`src/rtl/ictf_pkg.sv`:
```
package ictf_pkg;

  localparam int unsigned CordicSteps = 16;
  localparam int unsigned TabLen = 24;
  localparam int unsigned AngW = 20;
  localparam int unsigned VecW = 30;

  localparam logic [8:0] WeightReset = 9'd192;
  localparam logic [8:0] WeightMax = 9'd256;
  localparam logic [0:0] RegAccelWeight = 1'b0;

  // Arctangent of 2^-i in units of 1/256 tenth of a degree.
  function automatic logic [16:0] atan_tab(input logic [4:0] idx);
    logic [16:0] r;
    begin
      case (idx)
        5'd0: r = 17'd115200;
        5'd1: r = 17'd68007;
        5'd2: r = 17'd35933;
        5'd3: r = 17'd18240;
        5'd4: r = 17'd9155;
        5'd5: r = 17'd4582;
        5'd6: r = 17'd2292;
        5'd7: r = 17'd1146;
        5'd8: r = 17'd573;
        5'd9: r = 17'd286;
        5'd10: r = 17'd143;
        5'd11: r = 17'd72;
        5'd12: r = 17'd36;
        5'd13: r = 17'd18;
        5'd14: r = 17'd9;
        5'd15: r = 17'd4;
        5'd16: r = 17'd2;
        5'd17: r = 17'd1;
        5'd18: r = 17'd1;
        default: r = 17'd0;
      endcase
      return r;
    end
  endfunction

  // Control and results between the lanes and the merging stage.
  typedef struct packed {
    logic                   done;
    logic signed [15:0]     tilt_x;
    logic signed [15:0]     tilt_y;
    logic signed [15:0]     tilt_z;
  } lane_res_t;

endpackage

```
`src/rtl/ictf_merge.sv`:
```
// Merging stage: mixes each lane's tilt with the integrated gyro, axis by axis.
module ictf_merge (
  input  logic                 clk_i,
  input  logic                 rst_ni,
  input  logic                 start_i,
  input  ictf_pkg::lane_res_t  lanes_i,
  input  logic signed [15:0]   gx_i, gy_i, gz_i,
  input  logic [31:0]          dt_i,
  input  logic [8:0]           weight_i,
  output logic                 done_o,
  output logic [47:0]          angles_o
);

  // Reciprocal of 1000 scaled by 2^38; exact for any 32-bit magnitude.
  localparam logic [29:0] Recip1000 = 30'd274877907;

  typedef enum logic [2:0] {
    S_IDLE, S_WAIT, S_MUL, S_MIX, S_DIV, S_STORE, S_CONV
  } state_e;

  state_e               state_q;
  logic [1:0]           axis_q;
  logic signed [31:0]   acc_q [3];
  logic signed [15:0]   tilt_q [3];
  logic signed [48:0]   gdt_q;
  logic signed [50:0]   s_q;
  logic signed [51:0]   wt_q;
  logic signed [60:0]   num_q;
  logic signed [31:0]   sat_q;
  logic signed [15:0]   out_q [3];
  logic                 done_q;
  logic signed [15:0]   g_sel;
  logic signed [60:0]   q;
  logic [9:0]           wc, wn;
  logic [31:0]          mag;
  logic [61:0]          prod;
  logic [23:0]          quo;
  logic signed [15:0]   ang;

  assign wc = (weight_i > ictf_pkg::WeightMax) ? 10'd256 : {1'b0, weight_i};
  assign wn = 10'd256 - wc;

  always_comb begin
    case (axis_q)
      2'd0: g_sel = gx_i;
      2'd1: g_sel = gy_i;
      default: g_sel = gz_i;
    endcase
  end

  assign q = (num_q < 0) ? -((-num_q) >>> 8) : (num_q >>> 8);

  // Accumulator to output angle: divide the magnitude by 1000 through a
  // reciprocal multiply, restore the sign and clamp to 16 bits.
  assign mag = sat_q[31] ? 32'(-sat_q) : 32'(sat_q);
  assign prod = 62'(mag) * 62'(Recip1000);
  assign quo = prod[61:38];

  always_comb begin
    if (sat_q[31]) begin
      if (quo > 24'd32768) ang = 16'sh8000;
      else ang = -$signed(quo[15:0]);
    end else begin
      if (quo > 24'd32767) ang = 16'sh7fff;
      else ang = $signed(quo[15:0]);
    end
  end

  always_ff @(posedge clk_i or negedge rst_ni) begin
    if (!rst_ni) begin
      state_q <= S_IDLE;
      done_q  <= 1'b0;
      axis_q  <= '0;
      for (int k = 0; k < 3; k++) begin
        acc_q[k] <= '0;
        out_q[k] <= '0;
      end
    end else begin
      done_q <= 1'b0;
      case (state_q)
        S_IDLE: if (start_i) state_q <= S_WAIT;
        S_WAIT: if (lanes_i.done) begin
          tilt_q[0] <= lanes_i.tilt_x;
          tilt_q[1] <= lanes_i.tilt_y;
          tilt_q[2] <= lanes_i.tilt_z;
          axis_q <= '0;
          state_q <= S_MUL;
        end
        S_MUL: begin
          gdt_q <= 49'(g_sel) * $signed({1'b0, dt_i});
          wt_q <= $signed({1'b0, wc}) * 32'sd1000 * 52'(tilt_q[axis_q]);
          state_q <= S_MIX;
        end
        S_MIX: begin
          s_q <= 51'(acc_q[axis_q]) + 51'(gdt_q);
          state_q <= S_DIV;
        end
        S_DIV: begin
          num_q <= 61'(s_q) * $signed({1'b0, wn}) + 61'(wt_q);
          state_q <= S_STORE;
        end
        S_STORE: begin
          if (q > 61'sd2147483647) sat_q <= 32'sh7fffffff;
          else if (q < -61'sd2147483648) sat_q <= 32'sh80000000;
          else sat_q <= 32'(q);
          if (q > 61'sd2147483647) acc_q[axis_q] <= 32'sh7fffffff;
          else if (q < -61'sd2147483648) acc_q[axis_q] <= 32'sh80000000;
          else acc_q[axis_q] <= 32'(q);
          state_q <= S_CONV;
        end
        S_CONV: begin
          out_q[axis_q] <= ang;
          if (axis_q == 2'd2) begin
            state_q <= S_IDLE;
            done_q <= 1'b1;
          end else begin
            axis_q <= axis_q + 2'd1;
            state_q <= S_MUL;
          end
        end
        default: state_q <= S_IDLE;
      endcase
    end
  end

  assign done_o = done_q;
  assign angles_o = {out_q[2], out_q[1], out_q[0]};

endmodule

```
`config.mk`:
```
export PLATFORM = sky130hd
export DESIGN_NAME = ictf_merge
export DESIGN_NICKNAME = d
export VERILOG_FILES = /design/src/rtl/ictf_pkg.sv /design/src/rtl/ictf_merge.sv
export SDC_FILE = /design/constraint.sdc
export NUM_CORES = 2
export LEC_CHECK = 0
export BUFFER_PORTS_ARGS = -buffer_cell sky130_fd_sc_hd__buf_2
export CORE_AREA = 2 2 405 407
export CTS_CLUSTER_DIAMETER = 120
export DETAILED_ROUTE_END_ITERATION = 8
export DIE_AREA = 0 0 407 409
export PLACE_DENSITY = 0.65
export SYNTH_ARGS = -nofsm -noshare
export SYNTH_HDL_FRONTEND = slang
export SYNTH_SLANG_ARGS = --single-unit
```
`constraint.sdc`:
```
create_clock -name clk_i -period 11.15 [get_ports clk_i]
set_clock_uncertainty 0.15 [all_clocks]
set_input_delay 1.6725 -clock clk_i [delete_from_list [all_inputs] [get_ports clk_i]]
set_output_delay 1.6725 -clock clk_i [all_outputs]
set_load 0.02 [all_outputs]
```
==> results.py <==
metrics = {
    "status": {
        "outcome": "finished clean",
    },
    "placed_design": {
        "port_buffers": 189,
        "dp_hpwl_um": 178000,
        "gp_congestion": 0.955,
        "placed_area_mm2": 0.0855,
    },
    "global_routing": {
        "grt_first_pass_wirelength_um": 353000,
        "grt_max_degree": 79,
        "grt_pass1_vias": 65200,
        "grt.overflow.total": 0,
        "grt_usage": 0.269,
        "antenna_found_initial": 4,
    },
    "detailed_routing": {
        "drc": 0,
        "drtIter0Drc": 4044,
        "vias": 60600,
        "drt_pass1_iterations": 5,
        "ant_nets": 0,
        "post_drt_wl_per_cell_um": 19.5,
        "wl_um": 217000,
        "via_per_inst": 5.45,
    },
    "timing": {
        "fmax_mhz": 92.9,
        "slew_headroom": 0.0825,
        "setup_violations": 0,
        "period_needed_ns": 10.77,
        "slew_viol_final": 0,
        "fin_crit_sh": 0.966,
        "final-hold-violation-count": 0,
        "worstMarginPinSlew_ns": 1.37,
    },
    "die": {
        "initial_utilization": 0.499,
        "num_rows": 148,
        "die_h_um": 409,
        "core_mm2": 0.162,
        "die_area_mm2": 0.166,
        "io_pins": 190,
        "die_w_um": 407,
    },
    "synth": {
        "synth.avg_cell_area_um2": 9.25,
        "synth_nets": 11200,
        "synth_edf_count": 273,
        "synth.mux.area_fraction": 0.00838,
        "synthFlopType": "edfxtp_1",
        "synth_cells": 8733,
        "synth_xor_area_frac": 0.0296,
        "synth_top_family_by_area": "adder cells",
        "synth_seq_area_share": 0.148,
        "mappedNetlistArea_mm2": 0.0808,
        "synth_cell_type_count": 89,
        "synth_compound_gate_area_share": 0.0824,
        "ys_async_sr_fraction": 0.355,
        "synth-adder-area-share": 0.485,
        "yosysWarnings": 0,
        "ys_ff_latch": 423,
        "synthSimpleGateAreaFrac": 0.144,
    },
    "final_layout": {
        "syn_to_final_growth_pct": 8.28,
        "nFillCells": 14700,
        "final_area_mm2": 0.0875,
        "final_nets": 11300,
        "drive_above_1_share": 0.0799,
    },
    "critical_path": {
        "critPathArrivalTime_ns": 11.00,
        "crit_slowest_cell": "fa_1",
        "startpoint_type": "input port",
        "max_stage_delay_ns": 0.58,
        "crit_required_ns": 11.38,
        "critPathKind": "input port to flip-flop",
        "crit_family": "adder cells",
        "cp_max_fo": 5,
        "critPathBufInv": 8,
        "cp_common_cell": "fa_1",
        "setup.worst_path.end_class": "flip-flop",
    },
    "hold_path": {
        "hp-class": "flip-flop to flip-flop",
    },
    "clock_tree": {
        "clock_path_buffers": 3,
        "htreeDepth": 2,
        "root_buffer": "clkbuf_16",
        "cts_hold_buffers": 0,
        "clk_pin_slew_worst_paths_ns": 0.06,
        "clock_sinks": 423,
        "cts_buffers": 50,
        "clk_latency_ns": 0.68,
        "cts_tree": "yes",
    },
    "job": {
        "maxCapViolCount": 0,
    },
}
[worst reg2reg max path, delay by kind of cell (launching register included)]
kind	cells	cell delay (ns)
AND/OR/NAND/NOR	11	2.72
adder cells (fa/ha/maj)	10	3.91
XOR/XNOR	1	0.14
flip-flops	1	0.39
buffers and inverters	8	0.88
AO/OA/AOI/OAI	8	2.23
[Yosys cell counts (51+ instances only)]
cell type  instances  area (um^2)
inv_1           1860         6980
fa_1            1399        28000
nand2_1         1018         3820
ha_1             894        11200
nor2_1           424         1590
a21oi_1          317         1590
edfxtp_1         273         8200
and2_1           272         1700
clkbuf_1         248          931
o21ai_0          232         1160
xnor2_1          206         1800
nor2b_1          177         1110
dfrtp_1          150         3750
a21o_1           113          848
nand3_1           97          485
and3_1            91          569
nand2b_1          67          419
xor2_1            67          587
mux2i_1           62          621
a31oi_1           58          363
nor3_1            58          290
or2_2             56          350
buf_1             55          206
nand4_1           51          319
[cell usage in the layout (no fill, tap or decap), types with 31 or more instances in the layout]
cell	instances
a21o_1	113
a21oi_1	302
a31oi_1	56
and2_1	272
and3_1	91
buf_2	188
buf_4	254
clkbuf_16	52
dfrtp_1	148
edfxtp_1	273
fa_1	1398
ha_1	886
inv_1	1856
mux2i_1	62
nand2_1	1014
nand2b_1	67
nand3_1	95
nand4_1	51
nor2_1	415
nor2b_1	177
nor3_1	56
o21a_1	43
o21ai_0	213
o21ai_1	31
o31ai_1	36
or2_2	55
xnor2_1	196
xor2_1	64
[per-stage QoR]
stage	utilization	TNS, ns	instances	worst slack (ns)	hold WS (ns)
6_report	0.540	0	11100	0.380	0.328
5_1_grt	0.540	-0.0541	11100	-0.0341	0.360
4_1_cts	0.538	0	11100	0.161	0.334
3_5_place_dp	0.528	-1.43	11000	-0.396	0.320
3_3_place_gp	0.528	-0.953	11000	-0.321	0.312
2_1_floorplan	-	-0.0533	8733	-0.0533	0.330
[repair_timing]
action,4_1_cts,5_1_grt
pin swaps,0,9
setup endpoints to repair,2,55
resized for setup,1,42
setup buffers,0,1
[worst paths after layout]
path                               from            to  slack (ns)  cells after the start
min in group asynchronous        rst_ni     acc_q[93]        0.88                      1
hold / removal             angles_o[13]  angles_o[13]        0.33                      2
max in group asynchronous        rst_ni     axis_q[1]        8.33                      2
setup / recovery            weight_i[8]      wt_q[35]        0.38                     39
setup reg to reg               sat_q[0]   angles_o[6]        0.57                     38
hold reg to reg            angles_o[13]  angles_o[13]        0.33                      2
[state kept, by name, summed over array words and instances, names as in the netlist, 3 cells and up]
name and cells:
acc_q 96, num_q 61, s_q 50, gdt_q 49
angles_o 48, tilt_q 48, wt_q 33, sat_q 32
state_q 3
[per-layer routing]
metal	vias up	part of all wire	GRT usage
met4	2	0.040	0.100
li1	27700	-	-
met1	30800	0.42	0.354
met5	-	0.000046	0
met3	390	0.050	0.0294
met2	1732	0.49	0.458
[layout make-up]
cell class / count / area [um^2] / area share
Antenna cell: 2 / 5.00 / 0.0000572
Clock buffer: 60 / 1370 / 0.0157
Clock inverter: 33 / 357 / 0.00408
Inverter: 1863 / 7000 / 0.0800
Multi-Input combinational cell: 6123 / 61100 / 0.698
Sequential cell: 423 / 12000 / 0.137
Tap cell: 2175 / 2720 / 0.0311
Timing Repair Buffer: 448 / 2960 / 0.0338
[logic make-up after synthesis]
| family | Yosys count |
|---|---|
| AND/OR/NAND/NOR | 2431 |
| adder cells (fa/ha/maj) | 2293 |
| buffers and inverters | 2187 |
| AO/OA/AOI/OAI | 1058 |
| flip-flops | 423 |
| XOR/XNOR | 273 |
| multiplexers | 67 |
| other | 1 |
Power is left out: the tool's default activity adds up to more than one toggle a clock period on the data nets, which glitch-free logic cannot reach.
